--- src/design/tlpt_pkg.sv ---
// Package for the two-level page table engine: sizes, entry bits, codes,
// sequencer states and memory write port types. No dependencies.
`default_nettype none
package tlpt_pkg;

  localparam int DIR_INDEX_BITS   = 6;
  localparam int TABLE_INDEX_BITS = 6;
  localparam int PAGE_SHIFT       = 12;
  localparam int DIR_COUNT        = 1 << DIR_INDEX_BITS;
  localparam int TBL_COUNT        = 1 << TABLE_INDEX_BITS;
  localparam int SLOT_BITS        = DIR_INDEX_BITS + TABLE_INDEX_BITS;
  localparam int HUGE_BITS        = TABLE_INDEX_BITS + PAGE_SHIFT;
  localparam int START_W          = 6;
  localparam int WALK_W           = (DIR_INDEX_BITS > START_W ? DIR_INDEX_BITS : START_W) + 1;
  localparam int RUN_W            = (SLOT_BITS + 1 > 14) ? SLOT_BITS + 1 : 14;

  localparam logic [5:0]  START_RESET = 6'd48;
  localparam logic [31:0] FRAME_MASK  = 32'hFFFF_F000;
  localparam int          BIT_PRESENT = 0;
  localparam int          BIT_WRITE   = 1;
  localparam int          BIT_HUGE    = 7;

  typedef enum logic [2:0] {
    OP_TRANSLATE = 3'd0,
    OP_MAP       = 3'd1,
    OP_UNMAP     = 3'd2,
    OP_FIND_RUN  = 3'd3,
    OP_WRITE_DIR = 3'd4
  } op_e;

  typedef enum logic [1:0] {
    ST_OK         = 2'd0,
    ST_NOT_MAPPED = 2'd1,
    ST_ALREADY    = 2'd2,
    ST_NO_RUN     = 2'd3
  } status_e;

  typedef enum logic [3:0] {
    S_IDLE,
    S_DRD,
    S_DCHK,
    S_TRD,
    S_TCHK,
    S_CLR,
    S_TWR,
    S_FDIR,
    S_FDCHK,
    S_FTRD,
    S_FTCHK,
    S_DONE
  } state_e;

  typedef struct packed {
    logic                      we;
    logic [DIR_INDEX_BITS-1:0] addr;
    logic [31:0]               data;
  } dir_wr_t;

  typedef struct packed {
    logic                 we;
    logic [SLOT_BITS-1:0] addr;
    logic [31:0]          data;
  } tbl_wr_t;

endpackage
`default_nettype wire

--- src/design/tlpt_dir_store.sv ---
// Page directory memory with one valid bit per entry (invalid reads as 0).
// Depends on tlpt_pkg.
`default_nettype none
module tlpt_dir_store (
  input  wire                                 clk_i,
  input  wire                                 rst_ni,
  input  wire tlpt_pkg::dir_wr_t              wr_i,
  input  wire [tlpt_pkg::DIR_INDEX_BITS-1:0]  raddr_i,
  output logic [31:0]                         rdata_o
);
  import tlpt_pkg::*;

  logic [31:0]          mem_q [DIR_COUNT];
  logic [DIR_COUNT-1:0] vld_q;
  logic [31:0]          rdata_q;
  logic                 rvld_q;

  always_ff @(posedge clk_i) begin
    if (wr_i.we) begin
      mem_q[wr_i.addr] <= wr_i.data;
    end
    rdata_q <= mem_q[raddr_i];
  end

  always_ff @(posedge clk_i or negedge rst_ni) begin
    if (!rst_ni) begin
      vld_q  <= '0;
      rvld_q <= 1'b0;
    end else begin
      rvld_q <= vld_q[raddr_i];
      if (wr_i.we) begin
        vld_q[wr_i.addr] <= 1'b1;
      end
    end
  end

  assign rdata_o = rvld_q ? rdata_q : 32'd0;
endmodule
`default_nettype wire

--- config.mk ---
export PLATFORM = sky130hd
export DESIGN_NAME = tlpt_dir_store
export DESIGN_NICKNAME = d
export VERILOG_FILES = /design/src/design/tlpt_pkg.sv /design/src/design/tlpt_dir_store.sv
export SDC_FILE = /design/constraint.sdc
export NUM_CORES = 2
export LEC_CHECK = 0
export BUFFER_PORTS_ARGS = -buffer_cell sky130_fd_sc_hd__clkbuf_2
export CAP_MARGIN = 10
export CORE_MARGIN = 5
export CORE_UTILIZATION = 51
export CTS_CLUSTER_SIZE = 30
export DETAILED_ROUTE_END_ITERATION = 12
export PLACE_DENSITY = 0.71
export SLEW_MARGIN = 10
export SYNTH_ARGS = -nofsm -noshare
export SYNTH_HDL_FRONTEND = slang
export SYNTH_SLANG_ARGS = --single-unit
export TNS_END_PERCENT = 50
--- constraint.sdc ---
create_clock -name clk_i -period 1.8 [get_ports clk_i]
set_input_delay 0.36 -clock clk_i [delete_from_list [all_inputs] [get_ports clk_i]]
set_output_delay 0.36 -clock clk_i [all_outputs]
set_load 0.05 [all_outputs]
# --- Word-level counts from Yosys, hierarchy flattened ---
# Memory sizes are Yosys's and may differ from the RTL's. A register that Yosys moved wholly into a read port is not among the register bits.
# Index checks and enable logic that the tools add are counted.
totals:
  regBits: 65
  ram_bits: 2048
  inputBits: 47
  out_inout_bits: 32
  wordCells: 15
  memories: 1
mem_list:
  columns: ["memory", "depth", "word_bits", "read_ports", "rd_ports_with_merged_regs", "write_ports", "line", "text"]
  rows:
  - ["mem_q", 64, 32, 1, 1, 1, "tlpt_dir_store.sv:13", "logic [31:0] mem_q [DIR_COUNT];"]
classes:
  n_lt_le_gt_ge: 3
  n_mux: 7
  bitwise: 1
  n_reduce_logical: 1
ops:
  columns: ["operator", "n"]
  rows:
  - ["$or A64 B64 Y64", 1]
  - ["$mux W32", 1]
  - ["$lt A6 B7 Y1 const B", 2]
  - ["$bmux W1 S6", 1]
  - ["$demux W1 S6", 1]
  - ["$ge A6 B1 Y1 const B", 1]
  - ["$mux W1", 4]
  - ["$logic_and A1 B1 Y1", 1]

# --- Depth between registers and ports, before layout ---
logic_depth:
  depth_word: 5
  depth_mapped: 9
  mapped_depth_nobuf: 5

# --- Least setup slack after synthesis ---
# No wires, ideal clock.
synth_path:
  path_kind: "input port to flip-flop"
  from: "in wr_i[35] in the netlist's numbering"
  to: "mem mem_q[48][0], enable pin"
  setup_ns: 0.462
  arrival_time_ns: 3.248
  required_time_ns: 1.338
  path_slack_ns: -1.910
  stages: 4
  path_buffers: 1
  path_cell_list: "clkbuf_1 > nand4b_1 > or2_2 > nor3_1"
synth_lines:
  columns: ["element", "line", "text"]
  rows:
  - ["start: declaration", "tlpt_dir_store.sv:7", "input wire tlpt_pkg::dir_wr_t wr_i,"]
  - ["end: declaration", "tlpt_dir_store.sv:13", null]
# Straight into the memory's write port.

# --- Final worst setup path ---
layout_path:
  from: "reg rvld_q"
  to: "out rdata_o[31]"
layout_via:
  elab_chain_cells: 1
layout_rtl:
  columns: ["element", "line", "text"]
  rows:
  - ["start: declaration", "tlpt_dir_store.sv:16", "logic rvld_q;"]
  - ["start signal: assignment", "tlpt_dir_store.sv:30", "rvld_q <= vld_q[raddr_i];"]
  - ["$mux W32", "tlpt_dir_store.sv:37", "assign rdata_o = rvld_q ? rdata_q : 32'd0;"]
  - ["end: declaration", "tlpt_dir_store.sv:9", "output logic [31:0] rdata_o"]
# Every way passes these cells.

==> out/metrics.cfg <==
[floorplan]
start_util_pct = 51.3
rows = 146
die_w_um = 409
die_height_um = 409
core-area_um2 = 159000
ioPinCount = 79
dieArea_um2 = 168000

[drt]
vias_per_cell = 6.38
drt_iter0_markers = 5736
dr_wl_met3_mm = 20.5
ant_nets = 0
firstDrtPassIters = 6
routed.top_layer = met4
wire_per_inst_um = 32.0
drt_wl_total_mm = 209
route.detailed.drc = 0
drt-met1-wl_mm = 79.2
dr_wl_met2_mm = 102
vias = 41700

[synth]
syn_avg_cell_area_um2 = 22.0
synth_compound_area_share_pct = 2.51
synth_fa_ha_area_share_pct = 0
synth-xor-area-share_pct = 0
synth_flop_cell = edfxtp_1
yosysWarningCount = 0
synth-edff-count = 2048
yosysSeqAreaShare_pct = 78.3
synth_nets = 3753
synth_area_um2 = 81400
synth_top_family_by_area = multiplexers
ys_types = 37
synth-seq-cells = 2145
ys_async_sr_fraction_pct = 3.03
synth_mux_area_share_pct = 15.2
synth-simple-area-share_pct = 2.71
syn_inst = 3706

[place]
dp.cells = 6161
io_buffers = 78
dp_hpwl_mm = 127
dpl-instance-area_um2 = 90500
routabilityCongestion = 0.839

[sta]
drv_slew = 0
min_period_ns = 2.29
rsz0062_at_grt = yes
setup_viol = 36
tightest_slew_ns = 1.20
final.period_utilization_pct = 127
hold_viol_final = 0
timing.final.ws_setup_ns = -0.486
max_slew_margin_pct = 19.5
setup-tns-final_ns = -13.20
max_freq_mhz = 437
skew_ns = 0.0283

[layout]
final_cell_mix = 2,048 x edfxtp_1, 462 x mux4_2, 348 x buf_4
nNetsFinal = 4340
fillers = 10700
area_growth_pct = 18.9
multi_input_area_um2 = 17300
finalNonFillerCells = 6534
drive_gt1_share_pct = 34.6
final-seq-area_um2 = 63800
layout_commonest_cell = edfxtp_1
fin_area_um2 = 96800
fin_util_pct = 61.1

[clock_tree]
cts_setup_buffers = 0
numClockSinks = 2145
tritoncts = yes
worstSkewPairLatency_ns = 0.82
cts-htree-levels = 4
clkSlewWorstSetupHoldPaths_ns = 0.06
root_buffer = clkbuf_16
cts-buffers-inserted = 201
clockBufferDepth = 3

[setup_path]
cp_data_required_time_ns = 1.44
endpoint_kind = primary output
path_class = reg2out
worstSetupStartpointType = flop
r2r_slack_ns = -0.08
crit_fanout = 26
crit_arrival_ns = 1.93

[outcome]
violations = negative setup slack
status = finished, violations left

[power]
power_mw = 104
powerDensity_nw_per_um2 = 1070
peakVddDrop_v = 0.00102
power_leakage_nw = 31.7

[global_routing]
grt_pass1_wl_mm = 304
grt_overflow = 0
grt_max_degree = 66
grt_pass1_vias = 42600
antenna_found_initial = 1
grtUsageTotal_pct = 25.1

[worst_hold_path]
hold_path.class = in2async

[flow_run]
maxCapViolCount = 0

==> synth_stat cells, types with 14 or more instances <==
master	instances	area [um2]
buf_4	20	150
nand2_1	68	255
mux2i_1	146	1460
edfxtp_1	2048	61500
nand4_1	55	344
nand3_1	59	295
and2_1	34	213
nor2b_1	16	100
a31oi_1	15	93.8
clkbuf_1	114	428
a21oi_1	15	75.1
buf_1	14	52.6
nor2_1	90	338
a22oi_1	54	405
mux2_2	41	462
o221ai_1	62	543
dfrtp_1	65	1630
o22ai_1	62	388
mux4_2	462	10400
buf_2	56	280
dfxtp_1	32	641
or2_2	68	425
nor3_1	18	90.1
o211a_1	20	200
a221o_1	25	250
==> layer usage <==
| metal | global-route usage, % | vias up |
|---|---|---|
| met3 | 3.91 | 369 |
| met1 | 35.7 | 22000 |
| li1 | - | 16800 |
| met5 | 0 | - |
| met4 | 8.45 | 0 |
| met2 | 40.4 | 2478 |
==> flip-flops by register name, summed over array words and instances, names as in the netlist <==
signal,cells
mem_q,2048
rdata_q,32
rvld_q,1
vld_q,64
==> final cells by class <==
| class | instances | area share [%] |
|---|---|---|
| diodes | 2 | 0.00517 |
| clock buffers | 286 | 5.78 |
| clock inverters | 84 | 0.686 |
| inverters | 1 | 0.00388 |
| multi-input cells | 1351 | 17.9 |
| flip-flops and latches | 2145 | 65.9 |
| well taps | 2072 | 2.68 |
| repair buffers | 593 | 7.07 |
==> power by group <==
group | total [mW] | leakage (nW) | internal (mW) | switching [mW]
Combinational | 7.41 | 9.13 | 3.23 | 4.18
Clock | 40.7 | 3.07 | 22.7 | 18.0
Sequential | 55.7 | 19.5 | 55.4 | 0.326
==> worst max-delay path, cell delays in order (launching register included) <==
cell     delay (ns)
dfrtp_2        0.41
buf_12         0.21
and2_2         0.30
buf_12         0.17
==> final timing paths <==
check,startpoint,end,depth (start not counted)
worst max-delay path,rvld_q$_DFF_PN0_,rdata_o[31],3
worst min-delay path,rst_ni,vld_q[3]$_DFFE_PN0P_,3
worst max register to register,mem_q[51][23]$_DFFE_PP_,rdata_q[23]$_DFF_P_,4
worst min register to register,vld_q[10]$_DFFE_PN0P_,vld_q[10]$_DFFE_PN0P_,1
max in group asynchronous,rst_ni,vld_q[59]$_DFFE_PN0P_,3
min in group clk_i,wr_i[22],mem_q[61][22]$_DFFE_PP_,2
==> kinds of logic (layout without fill, tap and decap cells) <==
| kind of cell | after synthesis | in the layout |
|---|---|---|
| buffers and inverters | 210 | 964 |
| muxes | 656 | 656 |
| and+or+nand+nor | 430 | 430 |
| DFF | 2145 | 2145 |
| AOI/OAI and AO/OA | 265 | 265 |
| other | 0 | 2 |
==> metrics by stage <==
stage               hold slack [ns]  worst slack (ns)
floorplan                    0.0644            -0.437
finish                       0.0956            -0.486
detailed placement            0.430            -0.776
global placement              0.423            -0.702
CTS                          0.0818            -0.551
global route                  0.146            -0.547
==> repair_timing <==
item | 4_1_cts | 5_1_grt
gates resized for setup | 20 | 4
endpoints found under the setup margin | 38 | 40
pin swaps | 2 | 0
cloned | 0 | 0
hold endpoints to repair | 65 | 0
hold buffers | 1 | 0
No activity file was read; power rests on OpenSTA's default activity.
